<file path="src/rtl/core/thdps_pkg.sv">
`default_nettype none
package thdps_pkg;

	localparam int DELAY_DEPTH_DEF = 4096;
	localparam int GAIN_SIZE_DEF   = 1024;

	localparam int SAMPLE_W   = 24;
	localparam int DELAY_W    = 20;
	localparam int PHASE_W    = 32;
	localparam int STEPS_W    = 16;
	localparam int LEVEL_W    = 17;
	localparam int FRAC_W     = 8;
	localparam int TAP_W      = 29;   // interpolated tap, unsaturated
	localparam int CFG_IDX_W  = 3;
	localparam int CFG_DATA_W = 32;
	localparam int QUEUE_DEPTH = 2;   // power of two

	localparam logic [LEVEL_W-1:0] UNITY = 17'd65536;
	localparam logic [63:0] PI_Q30 = 64'd3373259426;

	localparam logic signed [TAP_W-1:0] SAT_HI = TAP_W'(8388607);
	localparam logic signed [TAP_W-1:0] SAT_LO = TAP_W'(-8388608);

	localparam logic [CFG_IDX_W-1:0] REG_FLOOR_DELAY = 3'd0;
	localparam logic [CFG_IDX_W-1:0] REG_SWEEP_RANGE = 3'd1;
	localparam logic [CFG_IDX_W-1:0] REG_PHASE_INC   = 3'd2;
	localparam logic [CFG_IDX_W-1:0] REG_PITCH_UP    = 3'd3;
	localparam logic [CFG_IDX_W-1:0] REG_SWEEP_ON    = 3'd4;
	localparam logic [CFG_IDX_W-1:0] REG_RAMP_STEPS  = 3'd5;
	localparam logic [CFG_IDX_W-1:0] REG_MIN_DELAY   = 3'd6;

	typedef struct packed {
		logic [DELAY_W-1:0] floor_delay;
		logic [DELAY_W-1:0] sweep_range;
		logic [PHASE_W-1:0] phase_increment;
		logic               pitch_up;
		logic [STEPS_W-1:0] ramp_steps;
		logic [DELAY_W-1:0] min_delay;
	} cfg_t;

	// write of the engagement target
	typedef struct packed {
		logic set;
		logic target;
	} eng_cmd_t;

	// cos^2 gain in Q.16 for an angle x in Q2.30 (elaboration only)
	function automatic logic [LEVEL_W-1:0] gain_from_x(input logic [63:0] x);
		logic [63:0] x2;
		logic [63:0] term;
		logic [63:0] sq;
		logic [63:0] g;
		logic signed [63:0] sum;
		x2 = (x * x) >> 30;
		term = 64'd1 << 30;
		sum = signed'(term);
		for (int n = 1; n <= 8; n++) begin
			term = ((term * x2) >> 30) / 64'((2 * n - 1) * (2 * n));
			if (n % 2 == 1)
				sum = sum - signed'(term);
			else
				sum = sum + signed'(term);
		end
		sq = unsigned'(sum * sum);
		g = (sq + (64'd1 << 43)) >> 44;
		return (g > 64'd65536) ? UNITY : g[LEVEL_W-1:0];
	endfunction

endpackage
`default_nettype wire

</file>
<file path="src/rtl/core/thdps_front.sv">
`default_nettype none
module thdps_front
	import thdps_pkg::*;
(
	input  wire logic                clk,
	input  wire logic                arst_n,
	input  wire logic                enable,
	input  wire logic                in_valid,
	output logic                     in_ready,
	input  wire logic [SAMPLE_W-1:0] sample_in,
	output logic                     q_valid,
	output logic [SAMPLE_W-1:0]      q_sample,
	input  wire logic                q_pop
);
	localparam int QAW = $clog2(QUEUE_DEPTH);

	logic [SAMPLE_W-1:0] buf_q [QUEUE_DEPTH];
	logic [QAW-1:0] wr_q, rd_q;
	logic [QAW:0]   cnt_q;
	logic push, pop;

	// items are held until the memory clearing pass is over
	assign in_ready = enable && (cnt_q != (QAW+1)'(QUEUE_DEPTH));
	assign q_valid  = (cnt_q != '0);
	assign q_sample = buf_q[rd_q];
	assign push = in_valid && in_ready;
	assign pop  = q_pop && q_valid;

	always_ff @(posedge clk or negedge arst_n) begin
		if (!arst_n) begin
			wr_q  <= '0;
			rd_q  <= '0;
			cnt_q <= '0;
		end else begin
			if (push)
				wr_q <= wr_q + 1'b1;
			if (pop)
				rd_q <= rd_q + 1'b1;
			if (push && !pop)
				cnt_q <= cnt_q + 1'b1;
			else if (pop && !push)
				cnt_q <= cnt_q - 1'b1;
		end
	end

	always_ff @(posedge clk) begin
		if (push)
			buf_q[wr_q] <= sample_in;
	end

endmodule
`default_nettype wire

</file>
<file path="config.mk">
export PLATFORM = sky130hd
export DESIGN_NAME = thdps_front
export DESIGN_NICKNAME = d
export VERILOG_FILES = /design/src/rtl/core/thdps_pkg.sv /design/src/rtl/core/thdps_front.sv
export SDC_FILE = /design/constraint.sdc
export NUM_CORES = 1
export LEC_CHECK = 0
export ABC_AREA = 1
export BUFFER_PORTS_ARGS = -buffer_cell sky130_fd_sc_hd__buf_4
export CAP_MARGIN = 5
export CORE_UTILIZATION = 28
export CTS_CLUSTER_SIZE = 10
export DETAILED_ROUTE_END_ITERATION = 12
export PLACE_DENSITY = 0.5
export SLEW_MARGIN = 20
export SYNTH_ARGS = -nofsm -noshare
export SYNTH_HDL_FRONTEND = slang
export SYNTH_SLANG_ARGS = --single-unit
</file>
<file path="constraint.sdc">
create_clock -name clk -period 2.25 [get_ports clk]
set_input_delay 0.45 -clock clk [delete_from_list [all_inputs] [get_ports clk]]
set_output_delay 0.45 -clock clk [all_outputs]
set_load 0.005 [all_outputs]
</file>
Yosys cells after proc, flatten, opt, wreduce, memory -nomap -nowiden:

Memories as Yosys holds them, arrays and structs flattened.
Index checks and enable logic that the tools add are counted.

* bits in registers: 4
* RAM bits: 48
* input port bits: 29
* output and inout port bits: 26
* logic and storage cells: 22
* memories kept: 1

Memories
* buf_q: depth 2, width 24, read ports 1, clocked after memory_dff 0, wr ports 1, RTL line thdps_front.sv:17 `logic [SAMPLE_W-1:0] buf_q [QUEUE_DEPTH];`

* add/subtract/negate cells: 4
* equal/unequal tests: 1
* mux-type cells: 4
* reductions and logical operators: 9

Operators by type and width (number)
* $logic_and 1x1->1: 5
* $mux 2: 2
* $reduce_bool 2->1: 2
* $add 1x1->1 const B: 2
* $add 2x1->2 const B: 1
* $logic_not 1->1: 2
* $mux 1: 2
* $ne 2x2->1 const B: 1
* $sub 2x1->2 const B: 1

Depth between registers and ports, before layout:

Gate-level depths: netlist of the first run.

* depth after elaboration: 7
* gate-level depth with buffers: 10
* depth with buffers taken out: 10

Worst setup path after synthesis of the first run:

OpenSTA, ideal clock, no wires.

* path kind: register to register
* start: register cnt_q[0]
* end: memory buf_q[1][0] (enable)
* setup time: 405 ps
* arrival: 1620 ps
* data required time: 1845 ps
* path slack: 225 ps
* cell stages (with the launch flop): 5
* buffers on the path: 0
* clock period less this slack: 2025 ps
* cells stage by stage: dfrtp_1 inv_2 nand2_1 nand3_2 nor2_1

* cells in the longest elaborated chain, start to end: 5

Ends and longest elaborated chain
* start, declared: RTL line thdps_front.sv:19 `logic [QAW:0] cnt_q;`
* start signal, assigned: RTL line thdps_front.sv:40 `cnt_q <= cnt_q + 1'b1;`
* start signal, assigned: RTL line thdps_front.sv:42 `cnt_q <= cnt_q - 1'b1;`
* $ne 2x2->1: RTL line thdps_front.sv:23 `assign in_ready = enable && (cnt_q != (QAW+1)'(QUEUE_DEPTH));`
* $logic_and 1x1->1: RTL line thdps_front.sv:23
* $logic_and 1x1->1: RTL line thdps_front.sv:26 `assign push = in_valid && in_ready;`
* $mux 1: RTL line thdps_front.sv:47 `if (push)`
* $mux 1 (implied by the code): RTL line thdps_front.sv:48 `buf_q[wr_q] <= sample_in;`
* end, declared: RTL line thdps_front.sv:17

No other way between the ends.

Worst setup path in the final report of the first run:

* start: register rd_q
* end: output port q_sample[17]

* cells in the longest elaborated chain, start to end: 1

Ends and longest elaborated chain
* start, declared: RTL line thdps_front.sv:18 `logic [QAW-1:0] wr_q, rd_q;`
* start signal, assigned: RTL line thdps_front.sv:38 `rd_q <= rd_q + 1'b1;`
* $mem_v2 2x24
* end, declared: RTL line thdps_front.sv:12 `output logic [SAMPLE_W-1:0] q_sample,`

No other way between the ends.

==> impl_summary.txt, run 1 <==
----------------------------------------------------
[Hold path]
  Class of the worst hold path ... primary input to flip-flop
  Cell depth of the worst hold path ... 1

[Pwr]
  Logic gate share of total power ... 0.333
  Power, Total ... 2.86 mW
  Sw power ... 0.872 mW
  Leakage power figure ... 1.14 nW
  Internal power contribution ... 1.99 mW
  Sequential power share ... 0.455
  Switching part of the total power ... 0.305
  Ratio of total power to cell area ... 1070 nW/µm²
  Share of power burned in the clock network ... 0.211
  Maximum vdd ir drop ... 0.423 mV

[GRT]
  Global-route track usage on met1 ... 0.120
  Global-route wire length before repair ... 5600 µm
  Grt met3 use ... 0.0330
  Vias in the first global route ... 1185
  Overall global routing resource usage ... 0.103
  Largest net degree at the start of global routing ... 26
  GR peak layer ... met2
  Global Route met2 Usage ... 0.172
  Leftover overflow at the end of global routing ... 0
  Initial antenna violation count ... 0

[STA]
  Worst slew margin relative to its limit ... 0.634
  Worst-case clock skew ... 0.00625 ns
  Transition time at the pin with the least slew margin ... between 0.5 and 0.6 ns
  Min Clock Period, post-route ... ~2 ns
  Unrepaired setup endpoints after global routing ... false
  Number of pins with negative max-slew slack in the final report ... 0
  Final hold vios ... 0
  Final worst slack ... 0.241 ns
  Share of the cycle needed by the critical path after routing ... 0.893
  Number of setup violations in the final report ... 0
  Maximum clock rate ... 0.498 GHz
  Final setup TNS ... 0 ns

[Setup path]
  Type of destination of the critical path ... output port
  Critical Path AT ... 1.56 ns
  Type of element launching the critical path ... flip-flop
  Highest net fanout along the worst path ... 14
  Data required time at the worst endpoint ... 1.80 ns
  Critical Setup Path Class ... flip-flop to output port
  Worst Reg2Reg Path Length in Cells ... 5

[Detailed routing]
  Number of routed nets with antenna violations ... 0
  Via-to-Cell Ratio ... roughly 3.9
  Vias after detailed routing ... 1233
  Routed wire length ... ~3700 µm
  Routed length per instance ... around 12 µm
  First-iteration detailed-routing DRC count ... 41
  1st-pass router iterations ... 4
  DRC errors left ... 0

[Synthesis]
  Portion of netlist area occupied by mux cells ... 0
  Post-synth cell types ... 17
  Number of flip-flops and latches in the synthesized netlist ... 52
  Net Count, Synth ... 187
  Main combinational cell family by area after synthesis ... simple AND/OR/NAND/NOR gates
  Sequential cell area fraction in the yosys report ... 0.751
  Xor and xnor fraction of the mapped netlist area ... 0.00427
  Syn Inst Count ... 157
  Synthesis Warnings ... 0
  Simple-gate portion of the synthesized area ... 0.183
  Combined area of all synthesized cells ... 2050 µm²
  Complex-gate fraction of the synthesized area ... 0.00366
  Adder-cell share of the synthesized area ... 0.00609
  Post-Syn Area per Cell ... 13.1 µm²

[Clock network]
  Maximum count of clock buffers along a single path ... 2
  Clock tree sinks ... 52
  Buffers inserted by post-CTS timing repair ... 0
  Clock latency at the later pin of the worst-skew pair ... approximately 0.29 ns
  Clock transition time at the flip-flop clock pins of the worst setup and hold paths ... 0.09 ns
  Resized cells post-CTS ... 0
  Clock tree root driver cell ... sky130_fd_sc_hd__clkbuf_8
  TritonCTS buffer count ... 5
  H-tree lvl count ... 2
  TritonCTS clock tree ... built

[Placement]
  Number of buffers added on ports ... 54
  Number of cells after detailed placement ... 305
  Worst-case setup slack after placement ... 0.515 ns
  Dpl cell area ... 2550 µm²
  Final estimated routing congestion in global placement ... 0.633
  HPWL after DPL ... 2450 µm

[Cells and area]
  Post-layout instance area ... 2660 µm²
  Area growth from synthesis to layout ... 29.7%
  Ratio of cells with drive above 1 in the final layout ... 0.362
  # diodes ... 0
  Number of cells in the finished layout apart from fillers ... 314
  Nets ... 247

[Floorplan]
  Vert. Die Dim ... 87.6 µm
  Area of the placeable core ... 6940 µm²
  Site Rows ... 30
  Floorplan die width ... 87.6 µm
  Initial core utilization ... 0.296
  Floorplan die area ... 7680 µm²
  Number of primary I/O pins ... 55

[Flow run]
  Max-cap violations ... 0

[Run status]
  Run status ... finished, final reports clean

----------------------------------------------------
==> cells in the final DEF, fill, tap and decap left out, types with 2 or more instances in the layout <==
| master | synthesis | final |
|---|---|---|
| sky130_fd_sc_hd__nand3_1 | 2 | 2 |
| sky130_fd_sc_hd__inv_1 | 6 | 6 |
| sky130_fd_sc_hd__dfrtp_1 | 4 | 4 |
| sky130_fd_sc_hd__nand2_1 | 72 | 72 |
| sky130_fd_sc_hd__edfxtp_1 | 48 | 48 |
| sky130_fd_sc_hd__nand2_2 | 11 | 11 |
| sky130_fd_sc_hd__nand4_1 | 2 | 2 |
| sky130_fd_sc_hd__clkbuf_8 | 2 | 5 |
| sky130_fd_sc_hd__buf_4 | 0 | 56 |
==> layout make-up <==
cell class	count	area (µm²)
clock buffer	6	72.6
clock inverter	2	35.0
fill	684	4280
inverter	8	37.5
multi-input combinational	92	407
sequential	52	1540
tap	96	120
timing repair buffer	58	450
==> power groups by stage <==
stage               sequential, mW  combinational [mW]  clock (mW)
floorplan                     1.28               0.619           0
global route                  1.32                1.07       0.675
global placement              1.32               0.973           0
finish                        1.30               0.954       0.605
detailed placement            1.33               0.979           0
CTS                           1.31               0.983       0.643
==> stage by stage <==
stage               hold WS, ns   util
global route              0.308  0.384
CTS                       0.314  0.384
detailed placement        0.253  0.367
floorplan                 0.154      -
global placement          0.252  0.367
finish                    0.335  0.384
==> critical path: stages (launching register included) <==
cell and delay, ns:
sky130_fd_sc_hd__dfrtp_1 0.70, sky130_fd_sc_hd__buf_4 0.31, sky130_fd_sc_hd__nand2_1 0.07, sky130_fd_sc_hd__nand2_1 0.08, sky130_fd_sc_hd__buf_4 0.11
==> synth_stat cells <==
library cell / count / area [µm²]
sky130_fd_sc_hd__inv_8: 1 / 11.3
sky130_fd_sc_hd__a21boi_0: 1 / 7.51
sky130_fd_sc_hd__nand3_1: 2 / 10.0
sky130_fd_sc_hd__nand4_1: 2 / 12.5
sky130_fd_sc_hd__ha_1: 1 / 12.5
sky130_fd_sc_hd__nand2_1: 72 / 270
sky130_fd_sc_hd__clkbuf_8: 2 / 27.5
sky130_fd_sc_hd__nor2_1: 1 / 3.75
sky130_fd_sc_hd__xnor2_1: 1 / 8.76
sky130_fd_sc_hd__buf_6: 2 / 22.5
sky130_fd_sc_hd__nand3_2: 1 / 10.0
sky130_fd_sc_hd__dfrtp_1: 4 / 100
sky130_fd_sc_hd__inv_2: 1 / 3.75
sky130_fd_sc_hd__inv_1: 6 / 22.5
sky130_fd_sc_hd__buf_12: 1 / 20.0
sky130_fd_sc_hd__edfxtp_1: 48 / 1440
sky130_fd_sc_hd__nand2_2: 11 / 68.8
==> sequential cells by signal (all words and copies together) (netlist names) <==
register  count
buf_q        48
cnt_q         2
rd_q          1
wr_q          1
==> logic make-up after synthesis <==
kind of cell / Yosys count
AOI/OAI and AO/OA: 1
xor gates and xnor gates: 1
adders and majority gates: 1
buffers and inverters: 13
DFF: 52
and+or+nand+nor: 89
==> final timing paths <==
path	from	to	slack, ns
setup / recovery	rd_q	q_sample[17]	0.24
hold reg to reg	wr_q	wr_q	0.48
max in group asynchronous	arst_n	rd_q	1.66
hold / removal	sample_in[23]	buf_q[0][23]	0.34
min in group asynchronous	arst_n	cnt_q[1]	0.49
setup reg to reg	cnt_q[0]	buf_q[0][20]	0.67
==> repair_timing <==
action                                  CTS  global route
hold buffers                              1             0
endpoints found under the hold margin     4             0
endpoints found under the setup margin    0             0
==> metal layers <==
layer | share of wire | vias to the layer above
li1 | - | 637
met2 | 0.51 | 33
met4 | 0.011 | 0
met5 | 0 | -
met1 | 0.43 | 561
met3 | 0.048 | 2
No activity file was read; power rests on OpenSTA's default activity.
==> run 2: changes to the inputs <==
CTS_CLUSTER_SIZE = unset   (was 10)
GPL_TIMING_DRIVEN = 0   (was unset)
==> run 2 against run 1 <==
Against the previous run:
- critical path depth rose by 2
- register-to-register slack got worse by 0.11 ns
- core utilization rose by 0.85 points
- sequential power fell by 3%
- hold slack got worse by 0.0053 ns
- power rose by 4.3%
- via count rose by 0.24%
- clock power rose by 2%
- critical path type unchanged
- critical endpoint is now q_sample[2]
- largest cell class unchanged
- largest power group unchanged
- highest routed layer unchanged
==> impl_summary.txt, run 2 (synthesis results as in run 1) <==
----------------------------------------------------
[Clock network]
  Clock transition time at the flip-flop clock pins of the worst setup and hold paths ... 0.09 ns (about the same)
  Buffers inserted by post-CTS timing repair ... 0 (unchanged)
  Clock latency at the later pin of the worst-skew pair ... 0.30 ns (about the same)
  TritonCTS clock tree ... built
  TritonCTS buffer count ... 5 (unchanged)
  Clock tree root driver cell ... sky130_fd_sc_hd__clkbuf_8
  Maximum count of clock buffers along a single path ... 2 (unchanged)
  Clock tree sinks ... 52 (unchanged)
  H-tree lvl count ... 2 (unchanged)

[Placement]
  Final estimated routing congestion in global placement ... 0.650 (+2.7%)
  HPWL after DPL ... 2440 µm (-0.32%)
  Worst-case setup slack after placement ... 0.369 ns (-0.145 ns)
  Number of buffers added on ports ... 54 (unchanged)

[Pwr]
  Sequential power share ... 0.423 (-0.032)
  Power, Total ... 2.98 mW (+4.3%)
  Sw power ... 0.901 mW (+3.3%)
  Ratio of total power to cell area ... 1100 nW/µm² (+2.1%)
  Leakage power figure ... 1.16 nW (+1.4%)
  Share of power burned in the clock network ... 0.207 (-0.004)
  Logic gate share of total power ... 0.370 (+0.037)
  Switching part of the total power ... 0.302 (-0.00288)
  Internal power contribution ... 2.08 mW (+4.7%)
  Maximum vdd ir drop ... 0.317 mV (-25%)

[Hold path]
  Min-Delay Startpoint ... sample_in[18]
  Class of the worst hold path ... primary input to flip-flop

[Setup path]
  Setup crit start ... rd_q
  Highest net fanout along the worst path ... 10 (-4)
  Critical Path AT ... 1.26 ns (-0.30 ns)
  Type of destination of the critical path ... output port
  Largest incremental delay on the critical path ... 0.38 ns (-0.32 ns)
  Type of element launching the critical path ... flip-flop
  FF-to-FF Start ... cnt_q[0]
  Critical Setup Path Class ... flip-flop to output port
  Number of buffers and inverters on the critical path ... 4 (+2)
  Data required time at the worst endpoint ... 1.80 ns (about the same)
  Cell with the largest stage delay on the worst path ... sky130_fd_sc_hd__dfrtp_1
  Top Family by Delay on Critical Path ... buffers and inverters
  Cell breakdown of the critical path ... buf_6 > inv_8 > buf_6 > nand2_1 > nand2_1 > buf_4

[Detailed routing]
  First-iteration detailed-routing DRC count ... 27 (-34%)
  Number of routed nets with antenna violations ... 0 (unchanged)
  Routed wire length ... 3590 µm (-2.8%)
  1st-pass router iterations ... 4 (unchanged)
  Via-to-Cell Ratio ... 3.90 (-0.71%)
  DRC errors left ... 0 (unchanged)
  Routed length per instance ... 11.3 µm (-3.7%)
  Vias after detailed routing ... 1236 (+0.24%)

[STA]
  Unrepaired setup endpoints after global routing ... false
  Number of pins with negative max-slew slack in the final report ... 0 (unchanged)
  Maximum clock rate ... 0.585 GHz (+17%)
  Number of setup violations in the final report ... 0 (unchanged)
  Share of the cycle needed by the critical path after routing ... 0.760 (-0.133)
  Final hold vios ... 0 (unchanged)
  Worst-case clock skew ... 0.00466 ns (-0.00159 ns)
  Min Clock Period, post-route ... 1.71 ns (-0.299 ns)
  Worst slew margin relative to its limit ... 0.619 (-0.0155)
  Final worst slack ... 0.540 ns (+0.299 ns)
  Transition time at the pin with the least slew margin ... 0.571 ns (+0.0220 ns)

[Cells and area]
  Leading cell types in the layout, fill and taps excluded ... sky130_fd_sc_hd__nand2_1, sky130_fd_sc_hd__buf_4, sky130_fd_sc_hd__edfxtp_1
  Largest registers ranked by flip-flop count ... buf_q x48, cnt_q x2
  Fillcell total ... 685 (+0.15%)
  Most common library cell in the layout ignoring fill and taps ... sky130_fd_sc_hd__nand2_1
  # diodes ... 0 (unchanged)
  Ratio of cells with drive above 1 in the final layout ... 0.376 (+0.0132)
  Area growth from synthesis to layout ... 32.6%
  Register ranked first by flip-flop count ... buf_q
  Nets ... 250 (+1.2%)
  Flip-flop count of the largest register, all copies and words added ... 48 (unchanged)

[GRT]
  Largest net degree at the start of global routing ... 25 (-3.8%)
  Initial antenna violation count ... 0 (unchanged)
  Vias in the first global route ... 1142 (-3.6%)
  Leftover overflow at the end of global routing ... 0 (unchanged)
  Overall global routing resource usage ... 0.102 (-0.000425)
  Global-route wire length before repair ... 5620 µm (+0.25%)

[Floorplan]
  Area of the placeable core ... 6940 µm² (unchanged)
  Floorplan die width ... 87.6 µm (unchanged)
  Initial core utilization ... 0.296 (unchanged)
  Site Rows ... 30 (unchanged)
  Number of primary I/O pins ... 55 (unchanged)
  Vert. Die Dim ... 87.6 µm (unchanged)
  Floorplan die area ... 7680 µm² (unchanged)

[Flow run]
  Max-cap violations ... 0 (unchanged)

[Run status]
  Run status ... finished, final reports clean

----------------------------------------------------
[run 2: cell types whose count changed in the layout (fill, tap and decap cells not counted), sizes merged]
cell and delta:
clkbuf +2, buf +1, inv -1, clkinvlp +1
[run 2: final cells by class]
cell class | instances | area (µm²) | share of cell area
clock inverters | 2 | 35.0 | 0.0129
flip-flops and latches | 52 | 1540 | 0.566
multi-input cells | 92 | 412 | 0.151
clock buffers | 6 | 72.6 | 0.0267
plain buffers | 5 | 70.1 | 0.0257
repair buffers | 56 | 430 | 0.158
well taps | 96 | 120 | 0.0441
inverters | 8 | 41.3 | 0.0152
[run 2: worst paths after layout]
kind                            slack [ns]  cells past startpoint           end
worst max-delay path                  0.54                      6   q_sample[2]
worst min-delay path                  0.33                      1  buf_q[1][18]
worst max register to register        0.56                      4   buf_q[0][8]
worst min register to register        0.50                      2          wr_q
max in group asynchronous             1.67                      2      cnt_q[0]
min in group asynchronous             0.48                      2          rd_q
[run 2: metal layers]
metal,routed length (µm),GRT usage,vias to the layer above
met5,0,0,-
met4,70,0.0447,0
met3,195,0.0368,5
met2,1780,0.170,33
met1,1540,0.120,557
li1,-,-,641
[run 2: power groups by stage]
stage / combinational [mW] / sequential [mW] / clock (mW)
after CTS: 1.14 / 1.26 / 0.648
after floorplan: 0.619 / 1.28 / 0
final: 1.11 / 1.26 / 0.617
after detailed placement: 1.14 / 1.29 / 0
after global routing: 1.23 / 1.27 / 0.688
after global placement: 1.11 / 1.29 / 0
[run 2: stage by stage]
step | hold slack [ns] | cells | TNS (ns) | util | area (µm²)
finish | 0.330 | 317 | 0 | 0.392 | 2720
global route | 0.309 | 317 | 0 | 0.392 | 2720
CTS | 0.315 | 317 | 0 | 0.392 | 2720
detailed placement | 0.252 | 308 | 0 | 0.375 | 2600
global placement | 0.254 | 307 | -12.80 | 0.371 | 2580
floorplan | 0.154 | 157 | 0 | - | 2050
[run 2: repair_timing]
item / in CTS / in global routing
gates resized for setup: 0 / 1
setup endpoints to repair: 0 / 1
hold buffers: 1 / 0
hold endpoints to repair: 4 / 0
